==> src/hw/rtl/b64c_pkg.sv <==
// ---------------------------------------------------------------------------
// b64c_pkg: shared types, codes and helpers for the base64 stream codec
// Holds the job word passed from the front end to the output sequencer,
// the queue status, and the alphabet mapping functions.
// ---------------------------------------------------------------------------
package b64c_pkg;

   localparam logic DIR_ENCODE = 1'b0;
   localparam logic DIR_DECODE = 1'b1;

   localparam logic MODE_DATA  = 1'b0;
   localparam logic MODE_FLUSH = 1'b1;

   localparam logic [7:0] PAD_CHAR = 8'h3D;   // '='
   localparam logic [7:0] PLUS_CHAR = 8'h2B;  // '+'
   localparam logic [7:0] SLASH_CHAR = 8'h2F; // '/'

   localparam int QUEUE_DEPTH = 2;
   localparam int QUEUE_PTR_W = $clog2(QUEUE_DEPTH);
   localparam int QUEUE_CNT_W = $clog2(QUEUE_DEPTH + 1);

   // Up to four result words, first word in the high byte
   typedef struct packed {
      logic [31:0] words;
      logic [2:0]  count;
   } job_type;

   typedef struct packed {
      logic full;
      logic empty;
   } queue_stat_type;

   // Map a sextet to its alphabet character
   function automatic logic [7:0] b64c_enc_char(input logic [5:0] v);
      logic [7:0] c;
      begin
         if (v < 6'd26) begin
            c = 8'd65 + {2'b00, v};
         end else if (v < 6'd52) begin
            c = 8'd97 + {2'b00, v} - 8'd26;
         end else if (v < 6'd62) begin
            c = 8'd48 + {2'b00, v} - 8'd52;
         end else if (v == 6'd62) begin
            c = PLUS_CHAR;
         end else begin
            c = SLASH_CHAR;
         end
         return c;
      end
   endfunction

   // Map a character to {valid, sextet}
   function automatic logic [6:0] b64c_dec_char(input logic [7:0] c);
      logic [6:0] r;
      begin
         if (c inside {[8'd65:8'd90]}) begin
            r = {1'b1, 6'(c - 8'd65)};
         end else if (c inside {[8'd97:8'd122]}) begin
            r = {1'b1, 6'(c - 8'd97 + 8'd26)};
         end else if (c inside {[8'd48:8'd57]}) begin
            r = {1'b1, 6'(c - 8'd48 + 8'd52)};
         end else if (c == PLUS_CHAR) begin
            r = {1'b1, 6'd62};
         end else if (c == SLASH_CHAR) begin
            r = {1'b1, 6'd63};
         end else begin
            r = 7'd0;
         end
         return r;
      end
   endfunction

endpackage

==> src/hw/rtl/base64_stream_codec.sv <==
// ---------------------------------------------------------------------------
// base64_stream_codec: streaming base64 encoder and decoder
// Top level: front end, job queue and output sequencer.
// ---------------------------------------------------------------------------
// The block takes one input word per cycle whenever its two-entry job queue
// has room; a word that completes a group (or a flush) queues a job of up to
// four result words, and the output sequencer sends one result word per
// cycle while rsp_ready is high. An idle sequencer loads a finished job from
// the queue entry into its word register and then offers its first word.
// Encoding is limited by the output port, as three input words give four
// result words; decoding gives three words for four, so the input limits it.
// Writing csr_wdata (0 encode, 1 decode) clears any partial group; write it
// only while the block is idle.
module base64_stream_codec (
   input  logic       clock,
   input  logic       reset,
   input  logic       csr_we,
   input  logic       csr_wdata,
   input  logic       req_valid,
   output logic       req_ready,
   input  logic [7:0] req_data_byte,
   input  logic       req_mode,
   output logic       rsp_valid,
   input  logic       rsp_ready,
   output logic [7:0] rsp_out_byte,
   output logic       rsp_last
);
   import b64c_pkg::*;

   logic           push;
   logic           pop;
   job_type        push_job;
   job_type        head_job;
   queue_stat_type q_stat;

   b64c_front u_front (
      .clock         (clock),
      .reset         (reset),
      .csr_we        (csr_we),
      .csr_wdata     (csr_wdata),
      .req_valid     (req_valid),
      .req_ready     (req_ready),
      .req_data_byte (req_data_byte),
      .req_mode      (req_mode),
      .q_full        (q_stat.full),
      .push          (push),
      .push_job      (push_job)
   );

   b64c_queue u_queue (
      .clock    (clock),
      .reset    (reset),
      .push     (push),
      .push_job (push_job),
      .pop      (pop),
      .head_job (head_job),
      .stat     (q_stat)
   );

   b64c_back u_back (
      .clock        (clock),
      .reset        (reset),
      .head_job     (head_job),
      .q_stat       (q_stat),
      .pop          (pop),
      .rsp_valid    (rsp_valid),
      .rsp_ready    (rsp_ready),
      .rsp_out_byte (rsp_out_byte),
      .rsp_last     (rsp_last)
   );

   a_queue_status : assert property (@(posedge clock) disable iff (reset)
      !(q_stat.full && q_stat.empty))
      else $error("queue reports full and empty at once");

   a_push_room : assert property (@(posedge clock) disable iff (reset)
      push |-> !q_stat.full)
      else $error("job pushed into a full queue");

   a_pop_data : assert property (@(posedge clock) disable iff (reset)
      pop |-> !q_stat.empty)
      else $error("job popped from an empty queue");

   a_job_continues : assert property (@(posedge clock) disable iff (reset)
      (rsp_valid && rsp_ready && !rsp_last) |=> rsp_valid)
      else $error("job ended without a last word");

endmodule

==> src/hw/rtl/b64c_front.sv <==
// ---------------------------------------------------------------------------
// b64c_front: input front end
// Accepts words, keeps the group state and the direction register, and
// pushes a finished job of result words into the queue.
// ---------------------------------------------------------------------------
module b64c_front (
   input  logic             clock,
   input  logic             reset,
   input  logic             csr_we,
   input  logic             csr_wdata,
   input  logic             req_valid,
   output logic             req_ready,
   input  logic [7:0]       req_data_byte,
   input  logic             req_mode,
   input  logic             q_full,
   output logic             push,
   output b64c_pkg::job_type push_job
);
   import b64c_pkg::*;

   logic        dir_ff, dir_in;
   logic [1:0]  phase_ff, phase_in;
   logic [23:0] bits_ff, bits_in;

   logic        accept;
   logic [1:0]  phase_eff;
   logic [23:0] enc_bits;
   logic [23:0] dec_bits;
   logic [6:0]  dec_val;

   assign req_ready = !q_full;
   assign accept    = req_valid && req_ready;
   assign dec_val   = b64c_dec_char(req_data_byte);

   always_comb begin
      phase_eff = (dir_ff == DIR_ENCODE && phase_ff == 2'd3) ? 2'd0 : phase_ff;
      case (phase_eff)
         2'd0:    enc_bits = {req_data_byte, 16'h0000};
         2'd1:    enc_bits = bits_ff | {8'h00, req_data_byte, 8'h00};
         default: enc_bits = bits_ff | {16'h0000, req_data_byte};
      endcase
      case (phase_ff)
         2'd0:    dec_bits = bits_ff | {dec_val[5:0], 18'h0};
         2'd1:    dec_bits = bits_ff | {6'h00, dec_val[5:0], 12'h0};
         2'd2:    dec_bits = bits_ff | {12'h000, dec_val[5:0], 6'h0};
         default: dec_bits = bits_ff | {18'h0, dec_val[5:0]};
      endcase
   end

   always_comb begin
      dir_in         = dir_ff;
      phase_in       = phase_ff;
      bits_in        = bits_ff;
      push           = 1'b0;
      push_job.words = 32'h0;
      push_job.count = 3'd0;
      if (csr_we) begin
         dir_in   = csr_wdata;
         phase_in = 2'd0;
         bits_in  = 24'h0;
      end else if (accept) begin
         if (req_mode == MODE_FLUSH) begin
            phase_in = 2'd0;
            bits_in  = 24'h0;
            if (dir_ff == DIR_ENCODE) begin
               push_job.count = 3'd4;
               if (phase_ff == 2'd1) begin
                  push = 1'b1;
                  push_job.words = {b64c_enc_char(bits_ff[23:18]),
                                    b64c_enc_char(bits_ff[17:12]),
                                    PAD_CHAR, PAD_CHAR};
               end else if (phase_ff == 2'd2) begin
                  push = 1'b1;
                  push_job.words = {b64c_enc_char(bits_ff[23:18]),
                                    b64c_enc_char(bits_ff[17:12]),
                                    b64c_enc_char(bits_ff[11:6]), PAD_CHAR};
               end
            end else begin
               push_job.words = {bits_ff, 8'h00};
               if (phase_ff == 2'd2) begin
                  push = 1'b1;
                  push_job.count = 3'd1;
               end else if (phase_ff == 2'd3) begin
                  push = 1'b1;
                  push_job.count = 3'd2;
               end
            end
         end else if (dir_ff == DIR_ENCODE) begin
            if (phase_eff == 2'd2) begin
               push           = 1'b1;
               push_job.count = 3'd4;
               push_job.words = {b64c_enc_char(enc_bits[23:18]),
                                 b64c_enc_char(enc_bits[17:12]),
                                 b64c_enc_char(enc_bits[11:6]),
                                 b64c_enc_char(enc_bits[5:0])};
               phase_in = 2'd0;
               bits_in  = 24'h0;
            end else begin
               phase_in = phase_eff + 2'd1;
               bits_in  = enc_bits;
            end
         end else if (dec_val[6]) begin
            // skip anything outside the alphabet
            if (phase_ff == 2'd3) begin
               push           = 1'b1;
               push_job.count = 3'd3;
               push_job.words = {dec_bits, 8'h00};
               phase_in       = 2'd0;
               bits_in        = 24'h0;
            end else begin
               phase_in = phase_ff + 2'd1;
               bits_in  = dec_bits;
            end
         end
      end
   end

   always_ff @(posedge clock) begin
      if (reset) begin
         dir_ff   <= DIR_ENCODE;
         phase_ff <= 2'd0;
         bits_ff  <= 24'h0;
      end else begin
         dir_ff   <= dir_in;
         phase_ff <= phase_in;
         bits_ff  <= bits_in;
      end
   end

endmodule

==> src/hw/rtl/b64c_queue.sv <==
// ---------------------------------------------------------------------------
// b64c_queue: job queue
// Small first-in first-out buffer of jobs between front end and sequencer.
// ---------------------------------------------------------------------------
module b64c_queue (
   input  logic                     clock,
   input  logic                     reset,
   input  logic                     push,
   input  b64c_pkg::job_type        push_job,
   input  logic                     pop,
   output b64c_pkg::job_type        head_job,
   output b64c_pkg::queue_stat_type stat
);
   import b64c_pkg::*;

   job_type                  entry_ff [QUEUE_DEPTH];
   logic [QUEUE_PTR_W-1:0]   wptr_ff, wptr_in;
   logic [QUEUE_PTR_W-1:0]   rptr_ff, rptr_in;
   logic [QUEUE_CNT_W-1:0]   cnt_ff, cnt_in;
   logic                     do_push, do_pop;

   assign stat.full  = (cnt_ff == QUEUE_CNT_W'(QUEUE_DEPTH));
   assign stat.empty = (cnt_ff == '0);
   assign do_push    = push && !stat.full;
   assign do_pop     = pop && !stat.empty;
   assign head_job   = entry_ff[rptr_ff];

   function automatic logic [QUEUE_PTR_W-1:0] ptr_next(input logic [QUEUE_PTR_W-1:0] p);
      begin
         if (p == QUEUE_PTR_W'(QUEUE_DEPTH - 1)) begin
            return '0;
         end
         return p + 1'b1;
      end
   endfunction

   always_comb begin
      wptr_in = do_push ? ptr_next(wptr_ff) : wptr_ff;
      rptr_in = do_pop ? ptr_next(rptr_ff) : rptr_ff;
      cnt_in  = cnt_ff;
      if (do_push && !do_pop) begin
         cnt_in = cnt_ff + 1'b1;
      end else if (do_pop && !do_push) begin
         cnt_in = cnt_ff - 1'b1;
      end
   end

   always_ff @(posedge clock) begin
      if (reset) begin
         wptr_ff <= '0;
         rptr_ff <= '0;
         cnt_ff  <= '0;
      end else begin
         wptr_ff <= wptr_in;
         rptr_ff <= rptr_in;
         cnt_ff  <= cnt_in;
      end
   end

   always_ff @(posedge clock) begin
      if (do_push) begin
         entry_ff[wptr_ff] <= push_job;
      end
   end

endmodule

==> src/hw/rtl/b64c_back.sv <==
// ---------------------------------------------------------------------------
// b64c_back: output sequencer
// Takes one job at a time from the queue and shifts its words out, one
// word per cycle while rsp_ready is high, marking the final word of each job.
// ---------------------------------------------------------------------------
module b64c_back (
   input  logic                     clock,
   input  logic                     reset,
   input  b64c_pkg::job_type        head_job,
   input  b64c_pkg::queue_stat_type q_stat,
   output logic                     pop,
   output logic                     rsp_valid,
   input  logic                     rsp_ready,
   output logic [7:0]               rsp_out_byte,
   output logic                     rsp_last
);
   import b64c_pkg::*;

   logic [31:0] words_ff, words_in;
   logic [2:0]  remain_ff, remain_in;
   logic        taken;

   assign rsp_valid    = (remain_ff != 3'd0);
   assign rsp_out_byte = words_ff[31:24];
   assign rsp_last     = (remain_ff == 3'd1);
   assign taken        = rsp_valid && rsp_ready;

   always_comb begin
      words_in  = words_ff;
      remain_in = remain_ff;
      pop       = 1'b0;
      if (!q_stat.empty && (!rsp_valid || (taken && rsp_last))) begin
         // load next job when idle or as the current one drains
         pop       = 1'b1;
         words_in  = head_job.words;
         remain_in = head_job.count;
      end else if (taken) begin
         words_in  = {words_ff[23:0], 8'h00};
         remain_in = remain_ff - 3'd1;
      end
   end

   always_ff @(posedge clock) begin
      if (reset) begin
         remain_ff <= 3'd0;
      end else begin
         remain_ff <= remain_in;
      end
   end

   always_ff @(posedge clock) begin
      words_ff <= words_in;
   end

endmodule
==> config.mk <==
export PLATFORM = sky130hd
export DESIGN_NAME = base64_stream_codec
export DESIGN_NICKNAME = d
export VERILOG_FILES = /design/src/hw/rtl/b64c_pkg.sv /design/src/hw/rtl/base64_stream_codec.sv /design/src/hw/rtl/b64c_front.sv /design/src/hw/rtl/b64c_queue.sv /design/src/hw/rtl/b64c_back.sv
export SDC_FILE = /design/constraint.sdc
export NUM_CORES = 1
export LEC_CHECK = 0
export BUFFER_PORTS_ARGS = -buffer_cell sky130_fd_sc_hd__buf_2
export CAP_MARGIN = 20
export CORE_ASPECT_RATIO = 0.9
export CORE_UTILIZATION = 35
export CTS_CLUSTER_DIAMETER = 80
export DETAILED_ROUTE_END_ITERATION = 16
export PLACE_DENSITY = 0.58
export SETUP_SLACK_MARGIN = 0.15
export SLEW_MARGIN = 20
export SYNTH_ARGS = -nofsm -noshare
export SYNTH_HDL_FRONTEND = slang
export SYNTH_SLANG_ARGS = --single-unit
==> constraint.sdc <==
create_clock -name clock -period 5.6 [get_ports clock]
set_input_delay 0.84 -clock clock [delete_from_list [all_inputs] [get_ports clock]]
set_output_delay 0.84 -clock clock [all_outputs]
set_load 0.01 [all_outputs]
==> flow_summary.yaml, run 1 <==
logic_synthesis:
  yosys.area_share.adder_pct: 10.05
  synthDistinctLibCells: 84
  synth-compound-area-share_pct: 26.15
  synth_seq_cells: 137
  syn_inst: 1275
  seq_area_frac_synth_pct: 34.36
  synth-edff-count: 102
  yosys.area_share.simple_pct: 15.93
  yosysWarnings: 0
  synth_ff_type: "edfxtp_1"
  yosys-mux-area-fraction_pct: 4.443
  avgSynthCellArea_um2: 8.592
  ys_async_sr_fraction_pct: 0
  syn-num-nets: 1378
  synth_top_family_by_area: "compound AO/OA/AOI/OAI gates"
  synth_area_um2: 10950
  synth_xor_area_share_pct: 3.038
floorplanning:
  initial_core_util_pct: 35.53
  die-area_um2: 32010
  rows: 61
  core_um2: 30830
  die_w_um: 188.5
  dieHeight_um: 169.8
  pin_count: 26
clock_tree:
  cts_tree: "built"
  htree_levels: 4
  clk_pin_slew_ps: 70
  insertion_delay_ps: 430
  cts_buffers: 17
  cts.sinks: 137
  cts_setup_buffers: 0
  cts_resized: 0
  root_buffer: "clkbuf_16"
  cts_buffer_depth: 2
  hold_buffers: 0
placement:
  hpwl_mm: 24.87
  gp_congestion: 0.9743
  io_buffers: 25
grt:
  antenna_found_initial: 1
  track_usage_pct: 21.44
  grt-ovfl-total: 0
  grt_max_degree: 60
  grt_pass1_wl_mm: 53.07
  grt_pass1_vias: 8994
worst_setup_path:
  worst-endpoint-required_ps: 5750
  crit_path_start_kind: "flip-flop"
  crit_path_max_fanout: 22
  crit_arrival_ps: 4690
  critPathCaptureType: "flip-flop"
  path_class: "flip-flop to flip-flop"
detailed_routing:
  met1Wirelength_mm: 16.25
  wl_met2_mm: 14.84
  drt_iter0_drc: 1153
  dr.pass1.iters: 6
  wl_met3_mm: 2.651
  wl_mm: 34.64
  postRouteAntennaNets: 0
  vias: 10040
  top_layer: "met5"
  drc: 0
  wl_per_cell_um: 20.76
  via_per_inst: 6.017
final_layout:
  mostFrequentLayoutCell: "nand2_1"
  seqCellArea_um2: 3766
  fillers: 3138
  area_delta_synth_final_pct: 9.115
  multi_input_area_um2: 6558
  final_cell_mix: "nand2_1 (137), edfxtp_1 (102), nor2_1 (98)"
  layout-drive-gt1-share_pct: 8.903
  nets: 1348
timing:
  min_period_over_period_pct: 81.11
  rsz0062_at_grt: "no"
  slew_viol_final: 0
  fmax_mhz: 220.1
  hold_ws_ps: 504.3
  finClkSkew_ps: 15.11
  fin_setup_tns_ps: 0
  fin_crit_ps: 4542
  worst_slew_pin_slew_ps: 1166
  timing_hold_violations_final: 0
  maxSlewHeadroom_pct: 22.12
  finalSetupViolations: 0
run_status:
  outcome: "finished clean"
hold_path:
  hold_path.class: "flip-flop to flip-flop"
power:
  power.density_nw_per_um2: 273.3
  p_leak_nw: 4.302
  peakVddDrop_uv: 252.1
run:
  drv_cap: 0
==> worst paths after layout <==
| check | start | to | slack (ps) | cells after the start |
|---|---|---|---|---|
| setup / recovery | u_front.phase_ff[1]$_SDFFE_PP0P_ | u_queue.entry_ff[1][28]$_DFFE_PP_ | 1060 | 12 |
| hold / removal | u_front.bits_ff[5]$_SDFFE_PP0P_ | u_front.bits_ff[5]$_SDFFE_PP0P_ | 500 | 2 |
| setup reg to reg | u_front.phase_ff[1]$_SDFFE_PP0P_ | u_queue.entry_ff[1][28]$_DFFE_PP_ | 1060 | 12 |
| hold reg to reg | u_front.bits_ff[5]$_SDFFE_PP0P_ | u_front.bits_ff[5]$_SDFFE_PP0P_ | 500 | 2 |
==> cells by family after synthesis <==
family          count (synthesis)
xor+xnor                       38
simple gates                  377
mux                            48
fa+ha+maj                      88
flops                         137
buf+inv                       161
compound gates                426
==> cell type report <==
| cell class | instances | area share (%) |
|---|---|---|
| flip-flops and latches | 137 | 31.51 |
| diodes | 2 | 0.04187 |
| clock inverters | 15 | 1.340 |
| clock buffers | 17 | 3.559 |
| multi-input cells | 977 | 54.86 |
| inverters | 67 | 2.104 |
| well taps | 409 | 4.281 |
| repair buffers | 45 | 2.303 |
==> metal layers <==
| layer | vias to the layer above | GRT usage, % |
|---|---|---|
| met5 | - | 0 |
| met2 | 491 | 31.81 |
| met4 | 2 | 6.311 |
| met3 | 67 | 4.310 |
| met1 | 4799 | 31.12 |
| li1 | 4683 | - |
==> power by group <==
| group | internal (W) | switching [W] | total [W] |
|---|---|---|---|
| combinational | 0.000253 | 0.000519 | 0.000772 |
| clock | 0.000631 | 0.000492 | 0.00112 |
| sequential | 0.00131 | 0.0000621 | 0.00137 |
| total | 0.00219 | 0.00107 | 0.00327 |
==> state kept, by name, summed over array words and instances (netlist names), 2 cells and up, named ones only <==
signal and count:
u_front.phase_ff 2, u_front.bits_ff 24, u_back.words_ff 32, u_queue.entry_ff 70
u_queue.cnt_ff 2, u_back.remain_ff 3
==> synth_stat cells (6+ instances only) <==
library cell | number | share of area [%]
nor2_1 | 98 | 3.4
o311a_1 | 6 | 0.55
dfxtp_1 | 35 | 6.4
nand2_1 | 137 | 4.7
ha_1 | 88 | 10
or3_1 | 9 | 0.51
o31ai_1 | 16 | 1.1
and2_1 | 7 | 0.40
edfxtp_1 | 102 | 28
a21o_1 | 10 | 0.69
buf_2 | 14 | 0.64
inv_2 | 9 | 0.31
mux2i_1 | 43 | 3.9
o221ai_1 | 6 | 0.48
nand4_1 | 7 | 0.40
nor3_1 | 31 | 1.4
a311oi_1 | 7 | 0.56
buf_4 | 8 | 0.55
xnor2_1 | 25 | 2.0
nor2b_1 | 20 | 1.1
clkbuf_1 | 65 | 2.2
a221oi_1 | 13 | 1.0
o311ai_0 | 9 | 0.72
inv_1 | 57 | 2.0
o21ai_1 | 20 | 0.91
nand3_1 | 25 | 1.1
xor2_1 | 13 | 1.0
a22oi_1 | 9 | 0.62
a22o_1 | 21 | 1.7
a31oi_1 | 35 | 2.0
o21ai_0 | 81 | 3.7
a211oi_1 | 16 | 1.1
nand2b_1 | 11 | 0.63
a21oi_1 | 93 | 4.2
o211ai_1 | 11 | 0.75
==> metrics by stage <==
step                      total power, W  utilization, %  setup slack [ps]  area (um2)  instances
after CTS                       0.003281           38.74              1169       11940       1667
after global routing            0.003428           38.75             838.6       11950       1667
final                           0.003267           38.76              1058       11950       1669
after floorplan                 0.001948               -              1027       10950       1275
after global placement          0.002165           36.84              1226       11360       1635
after detailed placement        0.002164           36.84              1181       11360       1635
==> worst max-delay path, stage by stage, from the launching register on <==
cell and delay [ps]:
dfxtp_1 680, ha_1 360, nand2b_4 200, a21oi_2 630, o21ai_1 270, inv_1 210
ha_1 260, a222oi_1 130, and3_1 250, o21ai_1 320, mux2i_1 340, a221oi_1 130
a311oi_1 490
Note: power is estimated with default switching activity, not from simulation.
==> inputs of run 2 (changes only) <==
==> constraint.sdc (replaced) <==
create_clock -name clock -period 4.55 [get_ports clock]
set_input_delay 0.6825 -clock clock [delete_from_list [all_inputs] [get_ports clock]]
set_output_delay 0.6825 -clock clock [all_outputs]
set_load 0.01 [all_outputs]
==> flow_summary.yaml, run 2 (same netlist as run 1, synthesis figures left out) <==
worst_setup_path:
  critPathCaptureType: "flip-flop"
  worst-endpoint-required_ps: 4680
  crit_path_max_fanout: 13
  crit_arrival_ps: 4270
  crit_slowest_cell: "a221oi_1"
  crit_family: "compound AO/OA/AOI/OAI gates"
  crit_path_start_kind: "flip-flop"
  max_stage_delay_ps: 580
  path_class: "flip-flop to flip-flop"
  path_cells: "ha_1 > nand2b_4 > a21o_1 > nand2_1 > ha_1 > nor2b_1 > nor2_1 > a311o_1 > a311o_1 > a221oi_1"
  cp.buffers_inverters: 0
grt:
  grt_pass1_vias: 9118
  grt-ovfl-total: 0
  grt_pass1_wl_mm: 53.25
  antenna_found_initial: 0
  track_usage_pct: 21.55
  grt_max_degree: 59
final_layout:
  mostFrequentLayoutCell: "nand2_1"
  top_regs: "u_queue.entry_ff x70, u_back.words_ff x32, u_front.bits_ff x24"
  area_delta_synth_final_pct: 10.22
  final_cell_mix: "nand2_1 (137), edfxtp_1 (102), nor2_1 (98)"
  num_antenna_cells: 0
  layout-drive-gt1-share_pct: 10.05
  top_register: "u_queue.entry_ff"
  largest_register_ff_count: 70
  fillers: 3147
  nets: 1363
power:
  clkPwrFrac_pct: 34.5
  peakVddDrop_uv: 396.5
  p_seq_share_pct: 41.6
  switching_share_pct: 32.93
  p_total_w: 0.004040
  p_leak_nw: 4.373
  intPower_w: 0.002710
  power.density_nw_per_um2: 334.6
  comb_power_share_pct: 23.8
  p_switching_w: 0.001331
timing:
  rsz0062_at_grt: "no"
  worst_slew_pin_slew_ps: 967.9
  fin_crit_ps: 4133
  slew_viol_final: 0
  maxSlewHeadroom_pct: 35.34
  hold_ws_ps: 520.1
  fmax_mhz: 241.9
  min_period_over_period_pct: 90.84
  finClkSkew_ps: 14.19
  fin_setup_tns_ps: 0
  finalSetupViolations: 0
  timing.final.ws_setup_ps: 416.9
  timing_hold_violations_final: 0
detailed_routing:
  wl_mm: 34.84
  via_per_inst: 5.996
  met1Wirelength_mm: 15.62
  postRouteAntennaNets: 0
  drt_iter0_drc: 1120
  drc: 0
  wl_per_cell_um: 20.71
  wl_met2_mm: 14.72
  vias: 10090
  dr.pass1.iters: 6
  wl_met3_mm: 3.582
  top_layer: "met4"
clock_tree:
  root_buffer: "clkbuf_16"
  cts_setup_buffers: 0
  cts_resized: 0
  hold_buffers: 0
  clk_pin_slew_ps: 60
  cts_tree: "built"
  htree_levels: 4
  cts.sinks: 137
  cts_buffer_depth: 2
  cts_buffers: 17
  insertion_delay_ps: 430
hold_path:
  hold_path.class: "flip-flop to flip-flop"
floorplanning:
  initial_core_util_pct: 35.53
  core_um2: 30830
  die_w_um: 188.5
  dieHeight_um: 169.8
  pin_count: 26
  die-area_um2: 32010
  rows: 61
placement:
  io_buffers: 25
  place_ws_ps: 502.8
  hpwl_mm: 25.05
  gp_congestion: 0.9319
run:
  drv_cap: 0
run_status:
  outcome: "finished clean"
==> run 2: cell count changes in the layout (fill, tap and decap cells not counted), sizes merged <==
cell      before  now
buf           45   60
clkinv         6    4
clkinvlp       1    3
diode          2    0
==> run 2: worst paths after layout <==
check,from,slack (ps),endpoint,depth (start not counted)
setup / recovery,u_front.phase_ff[0]$_SDFFE_PP0P_,420,u_queue.entry_ff[1][23]$_DFFE_PP_,10
hold / removal,u_queue.rptr_ff$_SDFFE_PP0P_,520,flip-flop,2
setup reg to reg,u_front.phase_ff[0]$_SDFFE_PP0P_,420,u_queue.entry_ff[1][23]$_DFFE_PP_,10
hold reg to reg,u_queue.rptr_ff$_SDFFE_PP0P_,520,flip-flop,2
==> run 2: power groups by stage <==
stage                     logic, W  registers, W  clock network [W]
after floorplan           0.000711       0.00169                  0
after global placement    0.000957       0.00171                  0
after detailed placement  0.000959       0.00171                  0
after CTS                 0.000962       0.00168            0.00142
after global routing       0.00107       0.00170            0.00146
final                     0.000964       0.00168            0.00139
==> run 2: metal layers <==
layer / track usage [%] / vias to the layer above
met4: 6.767 / 0
li1: - / 4716
met3: 6.249 / 83
met5: 0.4615 / -
met1: 30.11 / 4724
met2: 31.71 / 562
==> run 2: worst register-to-register path, delay by kind of cell (launching register included) <==
kind / cells / cell delay [ps]
AO/OA/AOI/OAI: 4 / 1740
AND/OR/NAND/NOR: 4 / 1080
flip-flops: 1 / 410
adder cells (fa/ha/maj): 2 / 630
==> run 2: cell type report <==
| cell class | instances | area (um2) | area share (%) |
|---|---|---|---|
| timing repair buffer | 60 | 387.9 | 3.212 |
| clock inverter | 15 | 171.4 | 1.420 |
| inverter | 67 | 251.5 | 2.083 |
| sequential | 137 | 3766 | 31.19 |
| tap | 409 | 511.7 | 4.238 |
| multi-input combinational | 977 | 6560 | 54.33 |
| clock buffer | 17 | 425.4 | 3.523 |
==> run 2: through the flow <==
step	utilization, %	instances	area [um2]
after detailed placement	37.20	1650	11470
after global placement	37.20	1650	11470
after floorplan	-	1275	10960
after CTS	39.14	1682	12070
after global routing	39.16	1682	12070
final	39.16	1682	12070
